## config.mk

```make
export PLATFORM = sky130hd
export DESIGN_NAME = dust_sample_average_alarm_flat
export DESIGN_NICKNAME = d
export VERILOG_FILES = /design/src/rtl/dsaa_pkg.sv /design/src/rtl/dsaa_stream_if.sv /design/src/rtl/dsaa_div.sv /design/src/rtl/dust_sample_average_alarm.sv /design/src/flat_wrapper.sv
export VERILOG_INCLUDE_DIRS = /design/src /design/src/rtl
export SDC_FILE = /design/constraint.sdc
export NUM_CORES = 1
export LEC_CHECK = 0
export BUFFER_PORTS_ARGS = -buffer_cell sky130_fd_sc_hd__buf_4
export CELL_PAD_IN_SITES_DETAIL_PLACEMENT = 1
export CELL_PAD_IN_SITES_GLOBAL_PLACEMENT = 1
export CORE_ASPECT_RATIO = 1.25
export CORE_UTILIZATION = 35
export DETAILED_ROUTE_END_ITERATION = 8
export GPL_TIMING_DRIVEN = 0
export MAX_ROUTING_LAYER = met4
export PLACE_DENSITY = 0.75
export SETUP_SLACK_MARGIN = 0.2
export SYNTH_ARGS = -nofsm -noshare
export SYNTH_HDL_FRONTEND = slang
export SYNTH_SLANG_ARGS = --single-unit
```

## constraint.sdc

```tcl
create_clock -name i_clk -period 8 [get_ports i_clk]
set_input_delay 0 -clock i_clk [delete_from_list [all_inputs] [get_ports i_clk]]
set_output_delay 0 -clock i_clk [all_outputs]
set_load 0.01 [all_outputs]
```

## src/rtl/assert_macros.svh

```systemverilog
// Assertion helpers shared by the RTL.
// Synthesis builds see empty bodies.
`ifndef ASSERT_MACROS_SVH
`define ASSERT_MACROS_SVH
`ifndef SYNTHESIS
`define ASSERT_CLK(lbl, clk, rst_n, prop, msg) \
    lbl: assert property (@(posedge clk) disable iff (!rst_n) (prop)) else $error(msg);
`define ASSERT_IMPL(lbl, clk, rst_n, pre, post, msg) \
    lbl: assert property (@(posedge clk) disable iff (!rst_n) (pre) |-> (post)) else $error(msg);
`else
`define ASSERT_CLK(lbl, clk, rst_n, prop, msg)
`define ASSERT_IMPL(lbl, clk, rst_n, pre, post, msg)
`endif
`endif

```

## src/rtl/dsaa_pkg.sv

```systemverilog
`default_nettype none

package dsaa_pkg;

    // Field widths
    localparam int ADC_W     = 8;
    localparam int DENS_W    = 11;
    localparam int SUM_W     = 19;
    localparam int MAG_W     = 18;
    localparam int CNT_W     = 8;
    localparam int THR_W     = 10;
    localparam int LEVEL_W   = 2;
    localparam int QSTEP_W   = 5;

    // floor(392*adc/100) = (adc * RECIP_MUL) >> RECIP_SHIFT, exact for 8-bit adc
    localparam int RECIP_MUL   = 513814;
    localparam int RECIP_SHIFT = 17;
    localparam int PROD_W      = 28;
    localparam logic [DENS_W-1:0] DENSITY_OFFSET = 11'd20;
    localparam logic [ADC_W-1:0]  ADC_NEG_MAX    = 8'd5;
    localparam logic [9:0]        DENSITY_CAP    = 10'd999;

    // Alarm codes
    localparam logic [LEVEL_W-1:0] ALARM_GREEN  = 2'd0;
    localparam logic [LEVEL_W-1:0] ALARM_YELLOW = 2'd1;
    localparam logic [LEVEL_W-1:0] ALARM_RED    = 2'd2;

    // Register map
    localparam int APB_AW = 3;
    localparam int APB_DW = 32;
    localparam logic REG_IDX_THRESHOLD = 1'b0;
    localparam logic [THR_W-1:0] THRESHOLD_RESET = 10'd500;

    typedef struct packed {
        logic [ADC_W-1:0] adc_sample;
        logic             end_early;
    } t_in_item;

    typedef struct packed {
        logic signed [DENS_W-1:0] dust_level;
        logic [LEVEL_W-1:0]       alarm_level;
        logic                     buzzer_on;
    } t_out_item;

    // Divider request and response
    typedef struct packed {
        logic             start;
        logic [MAG_W-1:0] dividend;
        logic [CNT_W-1:0] divisor;
    } t_div_req;

    typedef struct packed {
        logic             busy;
        logic             done;
        logic [MAG_W-1:0] quotient;
    } t_div_rsp;

endpackage

`default_nettype wire

```

## src/rtl/dsaa_stream_if.sv

```systemverilog
`default_nettype none

interface dsaa_stream_if #(
    parameter type T = logic
) ();
    logic valid;
    logic ready;
    T     data;

    modport source (output valid, output data, input ready);
    modport sink   (input valid, input data, output ready);
endinterface

`default_nettype wire

```

## src/rtl/dsaa_div.sv

```systemverilog
`default_nettype none

// Restoring divider, one quotient bit per cycle
module dsaa_div (
    input  wire               i_clk,
    input  wire               i_rst_n,
    input  dsaa_pkg::t_div_req i_req,
    output dsaa_pkg::t_div_rsp o_rsp
);
    import dsaa_pkg::*;

    logic [CNT_W-1:0]   r_rem, n_rem;
    logic [MAG_W-1:0]   r_quo, n_quo;
    logic [CNT_W-1:0]   r_div;
    logic [QSTEP_W-1:0] r_cnt;
    logic               r_busy;
    logic               r_done;
    logic [CNT_W:0]     w_trial;
    logic [CNT_W:0]     w_diff;
    logic               w_fit;

    // Shift the next dividend bit into the remainder and try to subtract
    always_comb begin
        w_trial = {r_rem, r_quo[MAG_W-1]};
        w_diff  = w_trial - {1'b0, r_div};
        w_fit   = (w_trial >= {1'b0, r_div});
        n_rem   = w_fit ? w_diff[CNT_W-1:0] : w_trial[CNT_W-1:0];
        n_quo   = {r_quo[MAG_W-2:0], w_fit};
    end

    // Control state
    always_ff @(posedge i_clk) begin
        if (!i_rst_n) begin
            r_busy <= 1'b0;
            r_done <= 1'b0;
            r_cnt  <= '0;
        end else begin
            r_done <= 1'b0;
            if (i_req.start && !r_busy) begin
                r_busy <= 1'b1;
                r_cnt  <= QSTEP_W'(MAG_W - 1);
            end else if (r_busy) begin
                if (r_cnt == '0) begin
                    r_busy <= 1'b0;
                    r_done <= 1'b1;
                end else begin
                    r_cnt <= r_cnt - 1'b1;
                end
            end
        end
    end

    // Datapath shift registers
    always_ff @(posedge i_clk) begin
        if (i_req.start && !r_busy) begin
            r_rem <= '0;
            r_quo <= i_req.dividend;
            r_div <= i_req.divisor;
        end else if (r_busy) begin
            r_rem <= n_rem;
            r_quo <= n_quo;
        end
    end

    assign o_rsp.busy     = r_busy;
    assign o_rsp.done     = r_done;
    assign o_rsp.quotient = r_quo;

endmodule

`default_nettype wire

```

## src/rtl/dust_sample_average_alarm.sv

```systemverilog
// Flow: a sample that does not close the window is taken and gives no result. A closing
// sample passes a registered start that loads the divider, the bit-serial quotient (one
// bit per cycle), the result register and the output register.
// Throughput: one sample per cycle inside a window; after the closing sample no sample is
// taken until its result enters the output register, which waits while a previous result
// is stalled at the output. Reset (synchronous, active low): sum and count clear, threshold returns to 500.
`default_nettype none
`include "assert_macros.svh"

module dust_sample_average_alarm #(
    parameter int SAMPLES = 80
) (
    input  wire                          i_clk,
    input  wire                          i_rst_n,
    dsaa_stream_if.sink                  i_in,
    dsaa_stream_if.source                o_out,
    input  wire                          psel,
    input  wire                          penable,
    input  wire                          pwrite,
    input  wire [dsaa_pkg::APB_AW-1:0]   paddr,
    input  wire [dsaa_pkg::APB_DW-1:0]   pwdata,
    output logic [dsaa_pkg::APB_DW-1:0]  prdata,
    output logic                         pready
);
    import dsaa_pkg::*;

    typedef enum logic [1:0] {
        ST_IDLE,
        ST_DIV,
        ST_HOLD
    } t_state;

    t_state                   r_state;
    logic [THR_W-1:0]         r_threshold;
    logic signed [SUM_W-1:0]  r_sum, n_sum;
    logic [CNT_W-1:0]         r_cnt, n_cnt;
    logic                     r_neg;
    logic [MAG_W-1:0]         r_dividend;
    logic [CNT_W-1:0]         r_divisor;
    logic                     r_start;
    t_out_item                r_res, n_res;
    t_out_item                r_out;
    logic                     r_out_valid;

    logic                     w_accept;
    logic                     w_close;
    logic                     w_out_free;
    logic [PROD_W-1:0]        w_prod;
    logic signed [DENS_W-1:0] w_density;
    logic signed [SUM_W-1:0]  w_neg_sum;
    logic [9:0]               w_capped;
    logic signed [DENS_W-1:0] w_avg;
    logic signed [DENS_W:0]   w_avg_x;
    logic signed [DENS_W:0]   w_thr_x;
    logic signed [DENS_W:0]   w_half_x;
    t_div_req                 w_div_req;
    t_div_rsp                 w_div_rsp;

    // Configuration port
    assign pready = 1'b1;
    assign prdata = {{(APB_DW-THR_W){1'b0}}, r_threshold};

    always_ff @(posedge i_clk) begin
        if (!i_rst_n) begin
            r_threshold <= THRESHOLD_RESET;
        end else if (psel && penable && pwrite && pready && paddr[2] == REG_IDX_THRESHOLD) begin
            r_threshold <= pwdata[THR_W-1:0];
        end
    end

    // Sample density: floor(3.92*adc) - 20, rounded toward zero for negative values
    always_comb begin
        w_prod    = PROD_W'(i_in.data.adc_sample) * PROD_W'(RECIP_MUL);
        w_density = DENS_W'(w_prod[PROD_W-1:RECIP_SHIFT]) - DENSITY_OFFSET
                    + DENS_W'((i_in.data.adc_sample != '0)
                              && (i_in.data.adc_sample <= ADC_NEG_MAX));
        n_sum     = r_sum + SUM_W'(w_density);
        n_cnt     = r_cnt + 1'b1;
        w_close   = i_in.data.end_early || (n_cnt == '0)
                    || ({24'd0, n_cnt} >= 32'(SAMPLES));
        w_neg_sum = -n_sum;
    end

    assign i_in.ready = (r_state == ST_IDLE);
    assign w_accept   = i_in.valid && i_in.ready;
    assign w_out_free = !r_out_valid || o_out.ready;

    // Sign, cap and class the divider quotient
    always_comb begin
        w_capped = (w_div_rsp.quotient > MAG_W'(DENSITY_CAP)) ? DENSITY_CAP
                   : w_div_rsp.quotient[9:0];
        w_avg    = r_neg ? -$signed({1'b0, w_capped}) : $signed({1'b0, w_capped});
        w_avg_x  = {w_avg[DENS_W-1], w_avg};
        w_thr_x  = $signed({2'b00, r_threshold});
        w_half_x = $signed({3'b000, r_threshold[THR_W-1:1]});
        n_res.dust_level = w_avg;
        if (w_avg_x >= w_thr_x) begin
            n_res.alarm_level = ALARM_RED;
        end else if (w_avg_x >= w_half_x) begin
            n_res.alarm_level = ALARM_YELLOW;
        end else begin
            n_res.alarm_level = ALARM_GREEN;
        end
        n_res.buzzer_on = (n_res.alarm_level == ALARM_RED);
    end

    assign w_div_req.start    = r_start;
    assign w_div_req.dividend = r_dividend;
    assign w_div_req.divisor  = r_divisor;

    dsaa_div u_div (
        .i_clk   (i_clk),
        .i_rst_n (i_rst_n),
        .i_req   (w_div_req),
        .o_rsp   (w_div_rsp)
    );

    // Sequencer: accumulate, divide at window close, hand result to the output register
    always_ff @(posedge i_clk) begin
        if (!i_rst_n) begin
            r_state     <= ST_IDLE;
            r_sum       <= '0;
            r_cnt       <= '0;
            r_start     <= 1'b0;
            r_out_valid <= 1'b0;
        end else begin
            r_start <= 1'b0;
            if (o_out.valid && o_out.ready) begin
                r_out_valid <= 1'b0;
            end
            case (r_state)
                ST_IDLE: begin
                    if (w_accept) begin
                        if (w_close) begin
                            r_sum      <= '0;
                            r_cnt      <= '0;
                            r_neg      <= n_sum[SUM_W-1];
                            r_dividend <= n_sum[SUM_W-1] ? w_neg_sum[MAG_W-1:0]
                                                         : n_sum[MAG_W-1:0];
                            r_divisor  <= n_cnt;
                            r_start    <= 1'b1;
                            r_state    <= ST_DIV;
                        end else begin
                            r_sum <= n_sum;
                            r_cnt <= n_cnt;
                        end
                    end
                end
                ST_DIV: begin
                    if (w_div_rsp.done) begin
                        r_res   <= n_res;
                        r_state <= ST_HOLD;
                    end
                end
                ST_HOLD: begin
                    if (w_out_free) begin
                        r_out       <= r_res;
                        r_out_valid <= 1'b1;
                        r_state     <= ST_IDLE;
                    end
                end
                default: begin
                    r_state <= ST_IDLE;
                end
            endcase
        end
    end

    assign o_out.valid = r_out_valid;
    assign o_out.data  = r_out;

    // Checks
    `ASSERT_IMPL(a_buzzer_red, i_clk, i_rst_n, o_out.valid, o_out.data.buzzer_on == (o_out.data.alarm_level == ALARM_RED), "buzzer disagrees with alarm level")
    `ASSERT_IMPL(a_cap, i_clk, i_rst_n, o_out.valid, $signed(o_out.data.dust_level) <= $signed(11'sd999), "dust level above cap")
    `ASSERT_IMPL(a_no_take_busy, i_clk, i_rst_n, r_state == ST_DIV, !i_in.ready, "sample taken during divide")
    `ASSERT_IMPL(a_done_in_div, i_clk, i_rst_n, w_div_rsp.done, r_state == ST_DIV, "divider done outside divide state")

endmodule

`default_nettype wire

```

## src/flat_wrapper.sv

```systemverilog
// flat-port wrapper written by rule: the top's interface ports become plain ports
module dust_sample_average_alarm_flat import dsaa_pkg::*;
#(
    parameter int SAMPLES = 80
)
  (i_clk, i_rst_n, psel, penable, pwrite, paddr, pwdata, prdata, pready, i_in_valid, i_in_data, i_in_ready, o_out_valid, o_out_data, o_out_ready);
  dsaa_stream_if #(.T(t_in_item)) i_in_i ();
  dsaa_stream_if #(.T(t_out_item)) o_out_i ();
  input  wire i_clk;
  input  wire i_rst_n;
  input  wire psel;
  input  wire penable;
  input  wire pwrite;
  input  wire [dsaa_pkg::APB_AW-1:0] paddr;
  input  wire [dsaa_pkg::APB_DW-1:0] pwdata;
  output logic [dsaa_pkg::APB_DW-1:0] prdata;
  output logic pready;
  input wire logic [$bits(i_in_i.valid)-1:0] i_in_valid;
  input wire logic [$bits(i_in_i.data)-1:0] i_in_data;
  output wire logic [$bits(i_in_i.ready)-1:0] i_in_ready;
  output wire logic [$bits(o_out_i.valid)-1:0] o_out_valid;
  output wire logic [$bits(o_out_i.data)-1:0] o_out_data;
  input wire logic [$bits(o_out_i.ready)-1:0] o_out_ready;
  assign i_in_i.valid = i_in_valid;
  assign i_in_i.data = i_in_data;
  assign i_in_ready = i_in_i.ready;
  assign o_out_valid = o_out_i.valid;
  assign o_out_data = o_out_i.data;
  assign o_out_i.ready = o_out_ready;
  dust_sample_average_alarm #(.SAMPLES(SAMPLES)) u_core (.i_clk(i_clk), .i_rst_n(i_rst_n), .i_in(i_in_i), .o_out(o_out_i), .psel(psel), .penable(penable), .pwrite(pwrite), .paddr(paddr), .pwdata(pwdata), .prdata(prdata), .pready(pready));
endmodule
```

==> run metrics, run 1 <==
Finished Core Util=42.49%; GRT Overall Usage=17.43%; fmax=133.6 MHz; gpl congestion=0.8793; Sw Ratio=45.71%; core box area=29340 µm²; Warnings, synthesis=0; clock network fraction of design power=14.6%; CP max stage cell=fa_1; crit path DAT=7.63 ns; Post-Synth XOR/XNOR Area=5.177%; clock root cell=clkbuf_16; slew at the pin with the worst max-slew slack=1.136 ns; Die ar.=30530 µm²; largest family of logic cells by synthesized area=adder cells; Congestion Overflow GR=0; worst r2r src=u_core.u_div.r_quo[16]; via count=8093; io pins=100; Nets=1431; WS Path Type=input pin to register; DR WL/cell=15.31 µm; diode count=0; Power Density=444.9 nW/µm²; Vias/cell=4.974; Placed Cells=1575; Area Overhead vs Synth=19.39%; Post-synth ARST share=0%; CTS Buffer Depth=2; global-route wire length before repair=41410 µm; Final Instance Count excl. Fillers=1627; clock slew at the register clock pins of the worst setup and hold paths=0.06 ns; final WL=24910 µm; HP Start=i_in_data[0]; TritonCTS clock tree=yes; # H-tree levels=4; mean post-synth cell area=9.458 µm²; Die Span X=156.5 µm; layout cells sized above 1=14.54%; Pleak=5.484 nW; clk sinks=137; number of global-route vias before repair=8738; Pins Over Slew Limit=0; Die Y-Extent=195.1 µm; Fin Clk Skew=0.01335 ns; drt drc=0; Worst-Skew Late Latency=0.42 ns; commonest non-fill, non-tap cell in the layout=nand2_1; Internal Power=3.011 mW; top post-synthesis cells by area=edfxtp_1 (23%), ha_1 (14%), dfxtp_1 (11%), fa_1 (8.2%), nand2_1 (4.9%); CP Capture Type=register; Post-synth EDFFs=81; Synth Area in Compound Gates=15.15%; HPWL after detailed placement=19580 µm; number of antenna violations at the first check in global routing=0; CP Max Fanout=10; Crit path largest cell delay=0.69 ns; pre-CTS worst setup slack=-0.8822 ns; power share of the combinational group=67.7%; Yosys reg bits=137; count of different cell masters after synthesis=72; min Tclk post-route=7.483 ns; Seq/Total Area, Yosys=34.03%; crit path launch type=input pin; CTS buffer count=17; Hold Path Class=input pin to register; synthesized area=10440 µm²; overall power=5.546 mW; Simple-Gate Fraction of Synth Area=14.75%; critical path startpoint=i_in_data[3]; initial DRC count=251; Final Hold Fails=0; number of detailed-route iterations in the first pass=4; area leader, netlist=edfxtp_1; Tcrit/Tclk final=93.53%; CP dominant cell by count=fa_1; Psw=2.535 mW; Max Cap Viol=0; Flop pwr share=17.7%; Detail Route Antenna Nets=0; RSZ-0062 raised after global routing=no; Req. time, crit path=8.14 ns; mux contribution to synthesized area=1.222%; Post-Syn Instances=1104; PortBufs=52; post-synth top area share=23.30%; starting density of the core=35.59%; Rows=70; status=finished, final reports clean; adder-cell share of the synthesized area=22.50%; Worst slew margin=24.00%; ys flop type=edfxtp_1; maximum vdd drop=269.4 µV; commonest non-fill, non-tap cells in the layout=nand2_1 (137), inv_1 (119), ha_1 (114); Final setup viols=0; largest net degree at the start of global routing=19; setup ws final=0.5175 ns
==> kinds of logic after synthesis <==
logic type / after synthesis
and+or+nand+nor: 332
AOI/OAI and AO/OA: 227
buffers and inverters: 172
adders and majority gates: 162
DFF: 137
xor gates and xnor gates: 60
muxes: 12
other: 2
==> power by group through the flow <==
stage          clock network [mW]  registers [mW]  logic, mW
2_1_floorplan                   0           0.981       2.62
3_3_place_gp                    0           0.992       3.25
3_5_place_dp                    0           0.998       3.38
4_1_cts                     0.830           0.984       3.57
5_1_grt                     0.856           0.993       4.20
6_report                    0.810           0.984       3.75
==> state kept, by name, indices dropped and copies added, names as in the netlist, 8 cells and up <==
signal / count
u_core.r_sum: 19
u_core.u_div.r_rem: 8
u_core.r_res: 14
u_core.r_dividend: 18
u_core.o_out.data: 14
u_core.u_div.r_div: 8
u_core.u_div.r_quo: 18
u_core.r_cnt: 8
u_core.r_threshold: 10
u_core.r_divisor: 8
==> through the flow <==
step | hold slack (ns) | instance area, µm² | setup TNS, ns
after floorplan | 0.1360 | 10520 | 0
after global placement | 0.2279 | 11410 | -10.79
after detailed placement | 0.2357 | 11440 | -15.73
after CTS | 0.01303 | 12290 | 0
after global routing | 0.04170 | 12470 | 0
final | 0.02984 | 12470 | 0
==> worst paths after layout <==
check,to,slack [ns],cells after the start
max,u_core.r_dividend[15],0.52,30
min,u_core.r_sum[2],0.03,4
max reg2reg,u_core.r_res[0],3.91,18
min reg2reg,u_core.o_out.data[12],0.42,0
==> metal layers <==
| layer | part of all wire, % | vias up | GRT usage [%] |
|---|---|---|---|
| met4 | 2.7 | 0 | 7.625 |
| met1 | 40 | 3924 | 17.46 |
| met3 | 1.6 | 42 | 1.731 |
| met5 | 0 | - | - |
| met2 | 56 | 114 | 33.56 |
| li1 | - | 4013 | - |
==> what timing repair did <==
action	in CTS	in global routing
hold buffers	11	0
endpoints found under the hold margin	12	0
endpoints found under the setup margin	20	20
pin swaps	3	3
setup buffers	4	5
resized for setup	18	32
==> final cells by class <==
| type | count | area, µm² |
|---|---|---|
| Sequential cell | 137 | 3553 |
| Tap cell | 396 | 495.5 |
| Timing Repair Buffer | 74 | 590.6 |
| Multi-Input combinational cell | 816 | 6464 |
| Clock buffer | 22 | 506.7 |
| Buffer | 51 | 289.0 |
| Clock inverter | 10 | 112.6 |
| Fill cell | 3361 | 16870 |
| Inverter | 121 | 454.2 |
==> critical path: cells and delay by family <==
family	cells	cell delay, ns
adder cells (fa/ha/maj)	6	2.77
AO/OA/AOI/OAI	11	2.54
AND/OR/NAND/NOR	4	0.81
buffers and inverters	6	0.78
XOR/XNOR	3	0.71
==> cell usage after synthesis, drive strengths merged, types with 8 or more instances <==
library cell and instances:
or3 10, nor2 63, inv 120, o211ai 9, edfxtp 81, nor2b 23
fa 43, xor2 20, nor3 16, a31oi 8, xnor2 39, o21ai 40
a21boi 18, nand2 137, a21o 28, a22oi 10, and3 8, dfxtp 56
buf 27, a21oi 50, nand2b 14, and2 9, clkbuf 24, ha 119
nand3 30, a211oi 11
Power figures use the tool's default switching activity.
==> run 2: changes to the inputs <==
--- a/config.mk
+++ b/config.mk
@@ -11,10 +11,11 @@
 export CELL_PAD_IN_SITES_GLOBAL_PLACEMENT = 1
 export CORE_ASPECT_RATIO = 1.25
 export CORE_UTILIZATION = 35
+export CTS_BUF_LIST = sky130_fd_sc_hd__clkbuf_4 sky130_fd_sc_hd__clkbuf_8 sky130_fd_sc_hd__clkbuf_16
 export DETAILED_ROUTE_END_ITERATION = 8
 export GPL_TIMING_DRIVEN = 0
 export MAX_ROUTING_LAYER = met4
-export PLACE_DENSITY = 0.75
+export PLACE_DENSITY = 0.78
 export SETUP_SLACK_MARGIN = 0.2
 export SYNTH_ARGS = -nofsm -noshare
 export SYNTH_HDL_FRONTEND = slang
==> constraint.sdc (replaced) <==
create_clock -name i_clk -period 6.7 [get_ports i_clk]
set_input_delay 0 -clock i_clk [delete_from_list [all_inputs] [get_ports i_clk]]
set_output_delay 0 -clock i_clk [all_outputs]
set_load 0.01 [all_outputs]
==> run 2 against run 1 <==
Against the previous run:
- the run now ends with negative setup slack left
- cell count rose by 3.0%
- non-clock buffer count increased by 49
- clock skew is 0.0068 ns lower
- count of clock-buffer cells in the layout did not move
- sequential power grew 20%
- first-iteration DRC count increased by 2.8%
- largest cell class unchanged
- final area up 8.3%
- clock power up 18%
==> run metrics, run 2 (synthesis results as in run 1) <==
fmax=142.4 MHz; Fin Hold WS=0.06831 ns (was 0.02984 ns); Filler Cell Count=3299 (was 3361); CP dominant cell by count=fa_1 (unchanged); number of detailed-route iterations in the first pass=4 (unchanged); crit path DAT=7.18 ns (was 7.63 ns); layout cells sized above 1=23.67% (was 14.54%); multi-input logic area=7063 µm² (was 6464 µm²); number of global-route vias before repair=9190 (was 8738); Seq. cell area=3553 µm² (unchanged); min Tclk post-route=7.021 ns; Nets=1480 (was 1431); io pins=100 (unchanged); largest reg by FF count=u_core.r_sum (unchanged); maximum vdd drop=402.2 µV (was 269.4 µV); Rows=70 (unchanged); DR WL/cell=17.07 µm (was 15.31 µm); Die Y-Extent=195.1 µm (unchanged); global-route wire length before repair=44770 µm (was 41410 µm); TritonCTS clock tree=yes (unchanged); RSZ-0062 raised after global routing=yes (was no); initial DRC count=258 (was 251); PortBufs=52 (unchanged); CP max stage cell=fa_1 (unchanged); largest net degree at the start of global routing=19 (unchanged); Pins Over Slew Limit=0 (unchanged); number of flip-flops in the largest register=19 (unchanged); Placed Cells=1576 (was 1575); WS Path Type=input pin to register (unchanged); final WL=28610 µm (was 24910 µm); Crit path largest cell delay=0.55 ns (was 0.69 ns); CTS buffer count=17 (unchanged); CP Max Fanout=7 (was 10); commonest non-fill, non-tap cells in the layout=nand2_1 (124), buf_4 (124), inv_1 (113) (was nand2_1 (137), inv_1 (119), ha_1 (114)); Hold Path Class=input pin to register (unchanged); biggest regs=u_core.r_sum: 19 flops, u_core.r_dividend: 18 flops, u_core.u_div.r_quo: 18 flops (unchanged); Die Span X=156.5 µm (unchanged); HP Start=pwrite (was i_in_data[0]); Worst-Skew Late Latency=0.42 ns (about the same); starting density of the core=35.59% (unchanged); Final setup viols=20 (was 0); number of antenna violations at the first check in global routing=0 (unchanged); # H-tree levels=4 (unchanged); Worst slew margin=22.34% (was 24.00%); worst r2r src=u_core.u_div.r_quo[16] (unchanged); Final Instance Count excl. Fillers=1676 (was 1627); overall power=7.914 mW (was 5.546 mW); Req. time, crit path=6.86 ns (was 8.14 ns); core box area=29340 µm² (unchanged); Fin Clk Skew=0.006509 ns (was 0.01335 ns); clock root cell=clkbuf_16 (unchanged); clock slew at the register clock pins of the worst setup and hold paths=0.06 ns (about the same); status=complete, but fails checks (was finished, final reports clean); Pleak=5.822 nW (was 5.484 nW); Congestion Overflow GR=0 (unchanged); via count=8521 (was 8093); Max Cap Viol=0 (unchanged); crit path launch type=input pin (unchanged); Power Density=586.1 nW/µm² (was 444.9 nW/µm²); gpl congestion=0.8903 (was 0.8793); Final Hold Fails=0 (unchanged); setup ws final=-0.3209 ns (was 0.5175 ns); GRT Overall Usage=19.06% (was 17.43%); HPWL after detailed placement=20660 µm (was 19580 µm); slew at the pin with the worst max-slew slack=1.161 ns (was 1.136 ns); drt drc=0 (unchanged); Die ar.=30530 µm² (unchanged); failing checks=negative setup slack; CP Capture Type=register (unchanged); Vias/cell=5.084 (was 4.974); Tcrit/Tclk final=104.8%; Detail Route Antenna Nets=0 (unchanged); CTS Buffer Depth=2 (unchanged); clk sinks=137 (unchanged); Finished Core Util=46.02% (was 42.49%); Area Overhead vs Synth=29.31% (was 19.39%); setup_tns=-4.434 ns (was 0 ns); critical path startpoint=i_in_data[6] (was i_in_data[3]); diode count=0 (unchanged)
run 2: cell types whose count changed in the layout (fill, tap and decap cells not counted), sizes merged:
cell | previous run | this run
buf | 90 | 139
clkinvlp | 0 | 2
inv | 121 | 119
bufinv | 2 | 3
clkinv | 8 | 7
run 2: metrics by stage:
step	area, µm²	setup WS [ns]
after floorplan	10820	0.01629
final	13500	-0.3209
after CTS	13020	-0.2528
after global placement	11710	-1.034
after detailed placement	11740	-1.269
after global routing	13500	-0.6122
run 2: metal layers:
metal,global-route usage (%),vias up,wire length (µm)
li1,-,4107,-
met1,18.13,4227,10560
met2,37.70,128,16630
met3,2.020,59,471
met4,8.424,0,943
met5,-,-,0
run 2: worst paths after layout:
| kind | cells past startpoint | slack [ns] | to |
|---|---|---|---|
| max | 32 | -0.32 | u_core.r_dividend[2] |
| min | 4 | 0.07 | u_core.r_threshold[1] |
| max reg2reg | 18 | 2.54 | u_core.r_res[0] |
| min reg2reg | 0 | 0.42 | u_core.u_div.r_div[2] |
run 2: cell type report:
class                   count  share of cell area [%]
well taps                 396                   3.670
clock inverters            10                  0.9360
clock buffers              22                   3.475
plain buffers              51                   2.317
inverters                 121                   3.410
repair buffers            123                   7.562
multi-input cells         816                   52.31
flip-flops and latches    137                   26.32
run 2: repair_timing:
action	in CTS	in global routing
setup buffers	31	25
gates cloned	1	0
hold buffers	11	0
pin swaps	33	45
hold endpoints to repair	12	0
gates resized for setup	62	60
endpoints found under the setup margin	26	27
run 2: critical path, delay by kind of cell:
family | cells | cell delay, ns
fa+ha+maj | 7 | 2.88
compound gates | 10 | 1.78
simple gates | 5 | 0.98
xor+xnor | 4 | 0.75
buf+inv | 6 | 0.74
run 2: where the power goes:
part           switching (mW)  total, mW  internal [mW]
Sequential             0.0621       1.18           1.12
Combinational            3.19       5.78           2.59
Clock                   0.347      0.953          0.606
Total                    3.60       7.91           4.31
